===== src/bdm_pkg.sv =====
package bdm_pkg;

    localparam int MAX_WIDTH_DEF  = 1024;
    localparam int MAX_HEIGHT_DEF = 1024;

    localparam int REG_W      = 11;
    localparam int PIX_W      = 8;
    localparam int MIN_WIDTH  = 4;
    localparam int MIN_HEIGHT = 3;

    typedef enum logic {
        REG_FRAME_WIDTH  = 1'b0,
        REG_FRAME_HEIGHT = 1'b1
    } reg_idx_t;

    typedef logic [PIX_W-1:0] pix_t;

    // Position flags of the pixel centered one row and one column back.
    typedef struct packed {
        logic x1;        // window column 1 is the left edge
        logic y1;        // window row 1 is the top edge
        logic xo;        // odd column
        logic yo;        // odd row
        logic last_row;
        logic last_col;
    } site_t;

    // One new window column plus the site it completes.
    typedef struct packed {
        logic  emit;
        site_t site;
        pix_t  older;
        pix_t  recent;
        pix_t  current;
    } col_item_t;

endpackage


===== src/bdm_stream_if.sv =====


interface bdm_pixel_if;
    logic          valid;
    logic          ready;
    bdm_pkg::pix_t red;
    bdm_pkg::pix_t green;
    bdm_pkg::pix_t blue;
    logic          last_in_run;
    logic          frame_done;

    modport source (output valid, output red, output green, output blue,
                    output last_in_run, output frame_done, input ready);
    modport sink   (input valid, input red, input green, input blue,
                    input last_in_run, input frame_done, output ready);
endinterface


===== src/bdm_emit.sv =====
module bdm_emit (
    input  logic               clk,
    input  logic               rst_n,
    input  logic               load,
    input  bdm_pkg::col_item_t item,
    output logic               take,
    bdm_pixel_if.source        pixels
);

    bdm_pkg::pix_t  taps_reg [3][3];
    logic           s2_valid_reg;
    bdm_pkg::site_t site_reg;
    logic [1:0]     idx_reg;

    logic           out_valid_reg;
    bdm_pkg::pix_t  red_reg;
    bdm_pkg::pix_t  green_reg;
    bdm_pkg::pix_t  blue_reg;
    logic           last_in_run_reg;
    logic           frame_done_reg;

    logic           out_load;
    logic           issue;
    logic [1:0]     n_last;
    logic           is_last;
    logic           rsel;
    logic           csel;
    logic [1:0]     ru, rm, rd, cl, cc, cr;
    logic           xo_e, yo_e;
    bdm_pkg::pix_t  vl, vc, vr, hs, ctr;
    bdm_pkg::pix_t  red_next, green_next, blue_next;

    function automatic bdm_pkg::pix_t avg2(bdm_pkg::pix_t a, bdm_pkg::pix_t b);
        logic [bdm_pkg::PIX_W:0] s;
        s = {1'b0, a} + {1'b0, b};
        return s[bdm_pkg::PIX_W:1];
    endfunction

    // Results per item: 1, 2 (last row or last column) or 4 (both).
    assign n_last  = {site_reg.last_row & site_reg.last_col,
                      site_reg.last_row | site_reg.last_col};
    assign is_last = (idx_reg == n_last);
    assign rsel    = site_reg.last_row & idx_reg[0];
    assign csel    = site_reg.last_col & (site_reg.last_row ? idx_reg[1] : idx_reg[0]);

    assign out_load = !out_valid_reg || pixels.ready;
    assign issue    = s2_valid_reg && out_load;
    assign take     = !s2_valid_reg || (issue && is_last);

    always_comb
    begin
        // rsel: bottom row mirrors the row above; csel: right column mirrors the left.
        ru   = rsel ? 2'd1 : (site_reg.y1 ? 2'd2 : 2'd0);
        rm   = rsel ? 2'd2 : 2'd1;
        rd   = rsel ? 2'd1 : 2'd2;
        cl   = csel ? 2'd1 : (site_reg.x1 ? 2'd2 : 2'd0);
        cc   = csel ? 2'd2 : 2'd1;
        cr   = csel ? 2'd1 : 2'd2;
        yo_e = site_reg.yo ^ rsel;
        xo_e = site_reg.xo ^ csel;

        vl  = avg2(taps_reg[ru][cl], taps_reg[rd][cl]);
        vc  = avg2(taps_reg[ru][cc], taps_reg[rd][cc]);
        vr  = avg2(taps_reg[ru][cr], taps_reg[rd][cr]);
        hs  = avg2(taps_reg[rm][cl], taps_reg[rm][cr]);
        ctr = taps_reg[rm][cc];

        case ({yo_e, xo_e})
            2'b00:
            begin
                red_next   = hs;
                green_next = ctr;
                blue_next  = vc;
            end
            2'b01:
            begin
                red_next   = ctr;
                green_next = avg2(hs, vc);
                blue_next  = avg2(vl, vr);
            end
            2'b10:
            begin
                red_next   = avg2(vl, vr);
                green_next = avg2(hs, vc);
                blue_next  = ctr;
            end
            default:
            begin
                red_next   = vc;
                green_next = ctr;
                blue_next  = hs;
            end
        endcase
    end

    always_ff @(posedge clk or negedge rst_n)
    begin
        if (!rst_n)
        begin
            for (int r = 0; r < 3; r++)
            begin
                for (int c = 0; c < 3; c++)
                begin
                    taps_reg[r][c] <= '0;
                end
            end
            s2_valid_reg <= 1'b0;
            site_reg     <= '0;
            idx_reg      <= '0;
        end
        else
        begin
            if (load)
            begin
                for (int r = 0; r < 3; r++)
                begin
                    taps_reg[r][0] <= taps_reg[r][1];
                    taps_reg[r][1] <= taps_reg[r][2];
                end
                taps_reg[0][2] <= item.older;
                taps_reg[1][2] <= item.recent;
                taps_reg[2][2] <= item.current;
                s2_valid_reg   <= item.emit;
                site_reg       <= item.site;
                idx_reg        <= '0;
            end
            else if (issue && is_last)
            begin
                s2_valid_reg <= 1'b0;
            end
            else if (issue)
            begin
                idx_reg <= idx_reg + 2'd1;
            end
        end
    end

    always_ff @(posedge clk or negedge rst_n)
    begin
        if (!rst_n)
        begin
            out_valid_reg <= 1'b0;
        end
        else if (out_load)
        begin
            out_valid_reg <= issue;
        end
    end

    always_ff @(posedge clk)
    begin
        if (issue)
        begin
            red_reg         <= red_next;
            green_reg       <= green_next;
            blue_reg        <= blue_next;
            last_in_run_reg <= is_last;
            frame_done_reg  <= rsel & csel;
        end
    end

    assign pixels.valid       = out_valid_reg;
    assign pixels.red         = red_reg;
    assign pixels.green       = green_reg;
    assign pixels.blue        = blue_reg;
    assign pixels.last_in_run = last_in_run_reg;
    assign pixels.frame_done  = frame_done_reg;

    a_idx_range: assert property (@(posedge clk) disable iff (!rst_n)
        s2_valid_reg |-> idx_reg <= n_last)
        else $error("result index past item's count");

    a_done_is_last: assert property (@(posedge clk) disable iff (!rst_n)
        out_valid_reg && frame_done_reg |-> last_in_run_reg)
        else $error("frame end not on last result of its item");

    a_hold_item: assert property (@(posedge clk) disable iff (!rst_n)
        issue && !is_last |=> s2_valid_reg)
        else $error("item dropped before its last result");

endmodule


===== src/flat_wrapper.sv =====
// flat-port wrapper written by rule: the top's interface ports become plain ports
module bdm_emit_flat 
  (clk, rst_n, load, item, take, pixels_valid, pixels_red, pixels_green, pixels_blue, pixels_last_in_run, pixels_frame_done, pixels_ready);
  bdm_pixel_if pixels_i ();
  input  logic clk;
  input  logic rst_n;
  input  logic load;
  input  bdm_pkg::col_item_t item;
  output logic take;
  output wire logic [$bits(pixels_i.valid)-1:0] pixels_valid;
  output wire logic [$bits(pixels_i.red)-1:0] pixels_red;
  output wire logic [$bits(pixels_i.green)-1:0] pixels_green;
  output wire logic [$bits(pixels_i.blue)-1:0] pixels_blue;
  output wire logic [$bits(pixels_i.last_in_run)-1:0] pixels_last_in_run;
  output wire logic [$bits(pixels_i.frame_done)-1:0] pixels_frame_done;
  input wire logic [$bits(pixels_i.ready)-1:0] pixels_ready;
  assign pixels_valid = pixels_i.valid;
  assign pixels_red = pixels_i.red;
  assign pixels_green = pixels_i.green;
  assign pixels_blue = pixels_i.blue;
  assign pixels_last_in_run = pixels_i.last_in_run;
  assign pixels_frame_done = pixels_i.frame_done;
  assign pixels_i.ready = pixels_ready;
  bdm_emit u_core (.clk(clk), .rst_n(rst_n), .load(load), .item(item), .take(take), .pixels(pixels_i));
endmodule

===== config.mk =====
export PLATFORM = sky130hd
export DESIGN_NAME = bdm_emit_flat
export DESIGN_NICKNAME = d
export VERILOG_FILES = /design/src/bdm_pkg.sv /design/src/bdm_stream_if.sv /design/src/bdm_emit.sv /design/src/flat_wrapper.sv
export SDC_FILE = /design/constraint.sdc
export NUM_CORES = 1
export LEC_CHECK = 0
export CORE_ASPECT_RATIO = 1.1
export CORE_UTILIZATION = 45
export DETAILED_ROUTE_END_ITERATION = 6
export DONT_BUFFER_PORTS = 1
export PLACE_DENSITY = 0.72
export SYNTH_ARGS = -nofsm -noshare
export SYNTH_HDL_FRONTEND = slang
export SYNTH_SLANG_ARGS = --single-unit

===== constraint.sdc =====
create_clock -name clk -period 7.62 [get_ports clk]
set_input_delay 1.524 -clock clk [delete_from_list [all_inputs] [get_ports clk]]
set_output_delay 1.524 -clock clk [all_outputs]
set_load 0.02 [all_outputs]

==> results of run 1 <==
==> synth_stat cells, drive strengths merged, types with 5 or more instances <==
| cell type | count | area, sq um |
|---|---|---|
| mux2i | 83 | 830.8 |
| dfrtp | 82 | 2052 |
| mux2 | 80 | 904.6 |
| nor2 | 66 | 255.2 |
| a21oi | 55 | 275.3 |
| o21ai | 55 | 275.3 |
| nand2 | 53 | 201.5 |
| ha | 46 | 575.6 |
| inv | 30 | 112.6 |
| edfxtp | 26 | 780.8 |
| clkbuf | 24 | 90.09 |
| buf | 23 | 117.6 |
| xnor2 | 17 | 148.9 |
| o21a | 15 | 112.6 |
| xor2 | 14 | 122.6 |
| a221oi | 13 | 113.9 |
| a21o | 12 | 90.09 |
| a31oi | 11 | 68.82 |
| nand2b | 10 | 62.56 |
| o211ai | 10 | 75.07 |
| nor2b | 9 | 56.30 |
| a211oi | 7 | 52.55 |
| fa | 6 | 120.1 |
| nand3 | 6 | 30.03 |
| a222oi | 5 | 50.05 |
| and2 | 5 | 32.53 |
| and3 | 5 | 31.28 |
| o21bai | 5 | 37.54 |
==> critical path, cell delays in order, from the launching register on <==
cell and delay, ns:
dfrtp_1 0.63, mux2i_1 0.24, nor2_4 0.57, nor2_1 0.08, buf_4 0.23, and3_1 0.17
a221oi_1 0.28, inv_1 0.10, fa_1 0.42, nor2b_1 0.12, o21ai_0 0.10, a21boi_0 0.24
o21ai_0 0.11, nand2b_1 0.11, xor2_1 0.16, ha_1 0.29, xor2_1 0.19, a221o_1 0.35
o32a_1 0.35
==> final timing paths <==
path                                                       from                              end  slack (ns)  cells past startpoint
min in group asynchronous                                 rst_n  u_core.taps_reg[49]$_DFFE_PN0P_        0.85                      0
worst max-delay path              u_core.idx_reg[0]$_DFFE_PN0P_   u_core.pixels.red[4]$_DFFE_PP_        2.59                     18
worst min-delay path            u_core.s2_valid_reg$_DFFE_PN0P_  u_core.pixels.valid$_DFFE_PN0N_        0.47                      1
worst max register to register    u_core.idx_reg[0]$_DFFE_PN0P_   u_core.pixels.red[4]$_DFFE_PP_        2.59                     18
max in group asynchronous                                 rst_n  u_core.taps_reg[36]$_DFFE_PN0P_        6.66                      0
worst min register to register  u_core.s2_valid_reg$_DFFE_PN0P_  u_core.pixels.valid$_DFFE_PN0N_        0.47                      1
==> per-layer routing <==
metal  part of all wire, %  vias up  wire [um]
li1                      -     2923          -
met4                   1.1        0        205
met2                    43      151       7707
met5                     0        -          0
met1                    51     2855       9121
met3                   5.3       17        956
==> area by class of cell <==
cell class              count  area (sq um)  share of cell area, %
clock buffers              11         242.7                  2.868
well taps                 234         292.8                  3.459
flip-flops and latches    108          2833                  33.47
clock inverters             5         40.04                 0.4731
multi-input cells         627          4886                  57.73
inverters                  31         116.4                  1.375
repair buffers              7         52.55                 0.6209
==> cells by family after synthesis <==
group | Yosys count | share of synthesized area, %
compound gates | 213 | 17.33
xor+xnor | 31 | 3.376
fa+ha+maj | 52 | 8.650
buf+inv | 78 | 4.029
flops | 108 | 35.22
mux | 165 | 22.14
simple gates | 166 | 9.256
==> power by group through the flow <==
stage | Combinational (mW) | Clock [mW] | Sequential [mW]
CTS | 1.88 | 0.471 | 0.901
floorplan | 1.51 | 0 | 0.878
finish | 1.91 | 0.458 | 0.901
detailed placement | 1.87 | 0 | 0.913
global placement | 1.83 | 0 | 0.910
global route | 2.13 | 0.494 | 0.921
==> metrics by stage <==
stage | instance area, sq um | cells | utilization, %
floorplan | 8043 | 813 | -
global placement | 8180 | 1007 | 47.38
detailed placement | 8180 | 1007 | 47.38
CTS | 8463 | 1023 | 49.01
global route | 8463 | 1023 | 49.01
finish | 8463 | 1023 | 49.01
==> out/qor.csv, run 1 <==
stage;metric;value;unit
worst_setup_path;cp-end-kind;flop;
place;place_ws;2.685;ns
clock_network;clk-insertion-delay-late;0.37;ns
sta;period_minus_slack;5.031;ns
floorplanning;dieArea;18410;sq um
grt;grt_pass1_wl;30240;um
pwr;switchingPower;1.450;mW
clock_network;cts_buffers;9;
clock_network;h-tree-depth;3;
final_layout;final_common_cell;mux2i_1;
clock_network;cts-root-buf;clkbuf_16;
pwr;p_leak;3.635;nW
route;drt-pass1-iter-count;7;
floorplanning;rows;50;
floorplanning;start_util;46.58;%
sta;relSlewSlack;49.10;%
worst_hold_path;hold_class;reg2reg;
synth;async_flop_share;75.93;%
grt;grt_max_degree;84;
flow_run;drv_cap;0;
run_status;violations;design-rule violations;
place;finalWeightedCongestion;0.9698;
sta;holdWs;0.4739;ns
clock_network;postCtsSetupBuffers;0;
route;post_drt_wl_per_cell;17.59;um
sta;rsz0062_at_grt;false;
grt;overflow;0;
pwr;peakVddDrop;0.0001666;V
floorplanning;ios;63;
place;dp_hpwl;13360;um
route;vias_per_cell;5.812;
clock_network;cts_tree;yes;
worst_setup_path;worstPathRequired;7.73;ns
floorplanning;die_width;129.5;um
route;drtAntennaViolNets;0;
synth;synth-seq-cells;108;
clock_network;cts_hold_buffers;0;
pwr;p_comb_share;58.4;%
pwr;switching_share;44.36;%
route;wirelength;17990;um
sta;hold_viol_final;0;
synth;synth_cell_types;61;
pwr;p_int;1.819;mW
sta;clock_skew;0.009869;ns
synth;syn_inst;813;
synth;synth_edf_count;26;
synth;synth_top_flop_cell;dfrtp_1;
route;drt_iter0_drc;443;
grt;grtUsageTotal;21.05;%
sta;setup_ws;2.589;ns
synth;syn-cell-area;8043;sq um
pwr;finalPower;3.269;mW
place;io_buffers;0;
run_status;outcome;finished, violations left;
clock_network;clk_pin_slew;0.07;ns
grt;first_global_vias;5704;
final_layout;layout_common_cells;mux2i_1, dfrtp_1, mux2_2, nor2_1, a21oi_1;
synth;synth-warning-count;0;
sta;tns;0;ns
final_layout;num-fill-cells;1619;
clock_network;cts_resized;0;
grt;grt_use_met1;31.45;%
sta;setup_viol;0;
grt;use_met2;31.13;%
pwr;p_per_area;386.3;nW/um^2
synth;synth_seq_area_share;35.22;%
final_layout;largest_reg_flops;72;
clock_network;clock_sinks;108;
synth;synth_nets;900;
worst_setup_path;startpoint_type;flop;
grt;antenna_found_initial;0;
sta;drv_slew;0;
final_layout;drive_gt1_share;14.58;%
route;drc;1;
floorplanning;die_h;142.2;um
grt;use_met3;3.985;%
worst_setup_path;worst_ep_arrival_time;5.14;ns
final_layout;diodes;0;
worst_setup_path;crit_fanout;25;
final_layout;area_delta_synth_final;5.227;%
pwr;clkPwrFrac;14.0;%
sta;finalCritPeriodShare;66.02;%
floorplanning;core_region_area;17270;sq um
sta;worstMarginPinSlew;0.7555;ns
final_layout;nets;871;
clock_network;cts.path.max_buffers;2;
grt;gr-max-usage-layer;met1;
pwr;p_seq_share;27.6;%
worst_setup_path;critPathKind;reg2reg;
synth;post_synth.cell_area_avg;9.893;sq um
route;routed-via-count;5946;
sta;max_freq;198.8;MHz
No activity file was read; power rests on OpenSTA's default activity.
==> run 2: changes to the inputs <==
ABC_AREA = 1   (was not set)
clock period = 4.75 ns   (was 7.62 ns; I/O delays follow)
==> out/qor.csv, run 2 <==
stage;metric;value;unit
run_status;outcome;finished clean;
floorplanning;core_region_area;17740;sq um
sta;relSlewSlack;43.01;%
final_layout;layout_common_cells;nand2_1, inv_1, o21ai_0, nor2_1, dfrtp_1;
synth;synth_cell_types;46;
clock_network;cts_buffers;9;
clock_network;clk-insertion-delay-late;0.37;ns
synth;yosysTopAreaCell;dfrtp_1;
sta;worstMarginPinSlew;0.8458;ns
pwr;clkPwrFrac;14.8;%
sta;drv_slew;0;
route;routed-via-count;7252;
synth;synth_nets;1215;
synth;synth_seq_area_share;34.56;%
floorplanning;die_width;130.7;um
synth;synth_top_area_share;25.03;%
synth;post_synth.cell_area_avg;7.266;sq um
pwr;p_leak;4.292;nW
pwr;switching_share;47.75;%
worst_hold_path;hold_class;in2async;
pwr;switchingPower;2.475;mW
clock_network;cts_hold_buffers;0;
route;drt-pass1-iter-count;6;
place;place_ws;0.1771;ns
sta;max_freq;228.0;MHz
synth;synth_area_leaders;dfrtp_1, nand2_1, edfxtp_1;
route;vias_per_cell;5.352;
pwr;peakVddDrop;0.0002674;V
synth;synth_common_cells;nand2_1, inv_1, o21ai_0;
final_layout;drive_gt1_share;7.699;%
final_layout;final_area;8827;sq um
floorplanning;rows;51;
place;io_buffers;0;
route;drt_iter0_drc;588;
sta;tns;0;ns
synth;synth-seq-cells;108;
worst_setup_path;critPathKind;reg2reg;
clock_network;clk_pin_slew;0.08;ns
final_layout;diodes;0;
final_layout;largest_reg_flops;72;
synth;synth_top_flop_cell;dfrtp_1;
floorplanning;ios;63;
pwr;p_int;2.708;mW
worst_setup_path;cp-end-kind;flop;
grt;antenna_found_initial;0;
synth;synth-warning-count;0;
sta;finalCritPeriodShare;92.35;%
clock_network;cts_tree;yes;
sta;setup_viol;0;
sta;period_minus_slack;4.387;ns
place;post_dp_cell_area;8394;sq um
final_layout;final_common_cell;nand2_1;
worst_setup_path;startpoint_type;flop;
worst_setup_path;worstPathRequired;4.87;ns
sta;rsz0062_at_grt;false;
route;drc;0;
grt;first_global_vias;6481;
grt;grtUsageTotal;23.87;%
worst_setup_path;rr_worst_depth;26;
worst_setup_path;crit_fanout;14;
sta;setup_ws;0.3634;ns
grt;overflow;0;
final_layout;area_delta_synth_final;7.694;%
route;post_drt_wl_per_cell;15.64;um
pwr;p_seq_share;26.3;%
clock_network;cts-root-buf;clkbuf_16;
floorplanning;die_h;143.6;um
place;dp_hpwl;16530;um
grt;grt_max_degree;146;
pwr;p_comb_share;58.9;%
floorplanning;dieArea;18760;sq um
synth;syn-cell-area;8197;sq um
floorplanning;start_util;46.21;%
worst_setup_path;worst_ep_arrival_time;4.51;ns
sta;clock_skew;0.01364;ns
synth;synth_most_common_cell;nand2_1;
synth;async_flop_share;75.93;%
synth;syn_inst;1128;
pwr;p_per_area;587.2;nW/um^2
clock_network;h-tree-depth;3;
clock_network;cts.path.max_buffers;2;
final_layout;nets;1199;
flow_run;drv_cap;0;
synth;synth_edf_count;26;
clock_network;clock_sinks;108;
pwr;finalPower;5.183;mW
route;drtAntennaViolNets;0;
place;finalWeightedCongestion;0.9320;
route;wirelength;21200;um
grt;grt_pass1_wl;34090;um
sta;hold_viol_final;0;
-- run 2: stage by stage --
stage | cells | utilization (%) | hold slack, ns
after CTS | 1351 | 49.01 | 0.2577
after detailed placement | 1335 | 47.32 | 0.4607
after global routing | 1355 | 49.76 | 0.2577
after global placement | 1335 | 47.32 | 0.4515
final | 1355 | 49.76 | 0.2691
after floorplan | 1128 | - | 0.4467
-- run 2: what timing repair did --
| action | 4_1_cts | 5_1_grt |
|---|---|---|
| endpoints found under the setup margin | 0 | 9 |
| gates resized for setup | 0 | 29 |
| buffers inserted | 0 | 4 |
-- run 2: cell type report --
cell class / count / area [sq um]
fillers: 1765 / 8912
repair buffers: 23 / 200.2
clock buffers: 9 / 225.2
multi-input cells: 816 / 4607
inverters: 154 / 585.6
flip-flops and latches: 108 / 2836
well taps: 238 / 297.8
clock inverters: 7 / 75.07
-- run 2: kinds of logic (layout without fill, tap and decap cells) --
kind of cell	count (synthesis)	in the layout	share of synthesized area (%)
muxes	20	20	2.671
DFF	108	108	34.56
AOI/OAI and AO/OA	277	277	19.48
and+or+nand+nor	439	439	21.36
adders and majority gates	52	52	8.487
xor gates and xnor gates	28	28	3.175
buffers and inverters	204	193	10.27
-- run 2: final timing paths --
path | from | to | slack [ns]
min reg2reg | u_core.taps_reg[55]$_DFFE_PN0P_ | u_core.taps_reg[63]$_DFFE_PN0P_ | 0.48
min | rst_n | u_core.taps_reg[27]$_DFFE_PN0P_ | 0.27
max in group asynchronous | rst_n | u_core.idx_reg[0]$_DFFE_PN0P_ | 4.33
max reg2reg | u_core.site_reg[1]$_DFFE_PN0P_ | u_core.pixels.red[6]$_DFFE_PP_ | 0.36
min in group clk | u_core.taps_reg[55]$_DFFE_PN0P_ | u_core.taps_reg[63]$_DFFE_PN0P_ | 0.48
max | u_core.site_reg[1]$_DFFE_PN0P_ | u_core.pixels.red[6]$_DFFE_PP_ | 0.36
-- run 2: layer usage --
metal	GRT usage [%]	up-vias	share of wire, %
li1	-	3677	-
met1	34.01	3359	48
met2	36.81	187	46
met3	3.053	29	4.3
met4	8.711	0	2.3
met5	0	-	0
-- run 2: critical path: stages (launching register included) --
cell	delay, ns
dfrtp_2	0.46
nand2_8	0.13
nand2_8	0.15
clkinvlp_4	0.20
a221oi_1	0.44
nand2_1	0.12
a22oi_1	0.19
ha_1	0.32
nand2_1	0.10
nor2_1	0.05
a211oi_1	0.23
o21ai_2	0.11
nand3_1	0.10
nand2_1	0.05
nand2_1	0.05
nand2_1	0.05
ha_1	0.35
a21o_1	0.18
a31oi_1	0.13
nand2_1	0.08
or2_2	0.29
nand3_1	0.07
o21ai_0	0.08
inv_1	0.06
nand2_1	0.05
nand2_1	0.05
nand2_1	0.05
-- run 2: power groups by stage --
stage	Sequential, mW	Combinational [mW]	Clock, mW
after floorplan	1.35	2.33	0
after global placement	1.37	2.95	0
after detailed placement	1.38	2.97	0
after CTS	1.36	2.99	0.784
after global routing	1.39	3.44	0.820
final	1.36	3.06	0.765
==> run 3: changes to the inputs <==
CORE_UTILIZATION = 55   (was 45)
PLACE_DENSITY = 0.82   (was 0.72)
SKIP_CTS_REPAIR_TIMING = 1   (was not set)
==> out/qor.csv, run 3 (synthesis gave the netlist of run 2 again) <==
stage;metric;value;unit
clock_network;clk_pin_slew;0.08;ns
grt;antenna_found_initial;0;
floorplanning;ios;63;
grt;grtUsageTotal;27.70;%
worst_setup_path;crit_fanout;20;
sta;tns;0;ns
grt;grt_pass1_wl;33070;um
floorplanning;rows;46;
place;finalWeightedCongestion;0.9382;
floorplanning;core_region_area;14500;sq um
sta;holdWs;0.2713;ns
final_layout;utilization;60.65;%
grt;overflow;0;
floorplanning;die_h;130.0;um
pwr;switchingPower;2.461;mW
route;drt-pass1-iter-count;5;
pwr;p_int;2.756;mW
pwr;p_leak;4.302;nW
route;routed-via-count;7266;
route;vias_per_cell;5.559;
pwr;p_comb_share;58.8;%
clock_network;h-tree-depth;3;
place;dp_hpwl;15960;um
sta;hold_viol_final;0;
sta;period_minus_slack;4.443;ns
grt;grt_max_degree;146;
worst_setup_path;worst_ep_arrival_time;4.55;ns
floorplanning;dieArea;15400;sq um
final_layout;nets;1197;
worst_setup_path;worstPathRequired;4.86;ns
final_layout;drive_gt1_share;7.265;%
pwr;finalPower;5.217;mW
place;dp.cells;1283;
route;post_drt_wl_per_cell;15.91;um
clock_network;cts.path.max_buffers;2;
pwr;switching_share;47.17;%
sta;max_freq;225.1;MHz
worst_hold_path;hold_class;in2async;
grt;first_global_vias;6521;
clock_network;cts_buffers;9;
pwr;peakVddDrop;0.0003044;V
sta;setup_viol;0;
floorplanning;start_util;56.51;%
final_layout;largest_reg_flops;72;
route;drc;0;
sta;clock_skew;0.01288;ns
worst_setup_path;startpoint_type;flop;
sta;finalCritPeriodShare;93.53;%
sta;worstMarginPinSlew;0.9478;ns
place;io_buffers;0;
final_layout;layout_common_cells;nand2_1, inv_1, o21ai_0, nor2_1, dfrtp_1;
sta;relSlewSlack;36.15;%
route;drt_iter0_drc;656;
final_layout;final_common_cell;nand2_1;
worst_setup_path;cpPeakStageDelay;0.48;ns
worst_setup_path;critPathKind;reg2reg;
clock_network;cts_tree;yes;
pwr;clkPwrFrac;15.0;%
worst_setup_path;path_common_cell;nand2_1;
clock_network;clock_sinks;108;
final_layout;stdcell_count;1307;
worst_setup_path;cp-end-kind;flop;
flow_run;drv_cap;0;
run_status;outcome;finished clean;
clock_network;cts-root-buf;clkbuf_16;
pwr;p_per_area;593.1;nW/um^2
clock_network;clk-insertion-delay-late;0.36;ns
route;drtAntennaViolNets;0;
final_layout;diodes;0;
route;wirelength;20800;um
pwr;p_seq_share;26.2;%
floorplanning;die_width;118.4;um
sta;drv_slew;0;
final_layout;area_delta_synth_final;7.312;%
worst_setup_path;cp_slowest_cell;dfrtp_2;
==> run 3: per-stage QoR <==
stage,area [sq um],worst slack [ns]
floorplan,8197,0.6310
detailed placement,8317,0.1445
global route,8796,-0.08098
CTS,8625,0.1100
finish,8796,0.3074
global placement,8317,0.2623
==> run 3: per-layer routing <==
| metal | wire length [um] | global-route usage [%] |
|---|---|---|
| met5 | 0 | 0 |
| met4 | 930 | 14.15 |
| met3 | 1179 | 4.895 |
| met2 | 9339 | 43.53 |
| met1 | 9346 | 37.10 |
==> run 3: area by class of cell <==
type / instances / area, sq um
Multi-Input combinational cell: 816 / 4589
Inverter: 154 / 589.3
Sequential cell: 108 / 2836
Clock buffer: 9 / 225.2
Fill cell: 1330 / 5708
Clock inverter: 7 / 82.58
Tap cell: 192 / 240.2
Timing Repair Buffer: 21 / 232.7
==> run 3: critical path: cells and delay by family (launching register included) <==
family / cells / cell delay, ns
and+or+nand+nor: 12 / 1.09
buffers and inverters: 4 / 0.54
AOI/OAI and AO/OA: 9 / 1.37
DFF: 1 / 0.48
adders and majority gates: 2 / 0.72
==> run 3: power groups by stage <==
stage / logic [mW] / registers [mW] / clock network, mW
6_report: 3.07 / 1.37 / 0.784
5_1_grt: 3.46 / 1.38 / 0.840
4_1_cts: 3.00 / 1.36 / 0.801
3_5_place_dp: 2.98 / 1.38 / 0
3_3_place_gp: 2.92 / 1.37 / 0
2_1_floorplan: 2.33 / 1.35 / 0
==> run 3: path summary, 6_finish.rpt <==
path	to	depth (start not counted)	startpoint	slack [ns]
worst min-delay path	u_core.taps_reg[42]$_DFFE_PN0P_	0	rst_n	0.27
max in group asynchronous	u_core.idx_reg[0]$_DFFE_PN0P_	0	rst_n	4.31
worst max register to register	u_core.pixels.red[6]$_DFFE_PP_	27	u_core.site_reg[1]$_DFFE_PN0P_	0.31
min in group clk	u_core.taps_reg[71]$_DFFE_PN0P_	2	u_core.taps_reg[63]$_DFFE_PN0P_	0.48
worst min register to register	u_core.taps_reg[71]$_DFFE_PN0P_	2	u_core.taps_reg[63]$_DFFE_PN0P_	0.48
worst max-delay path	u_core.pixels.red[6]$_DFFE_PP_	27	u_core.site_reg[1]$_DFFE_PN0P_	0.31
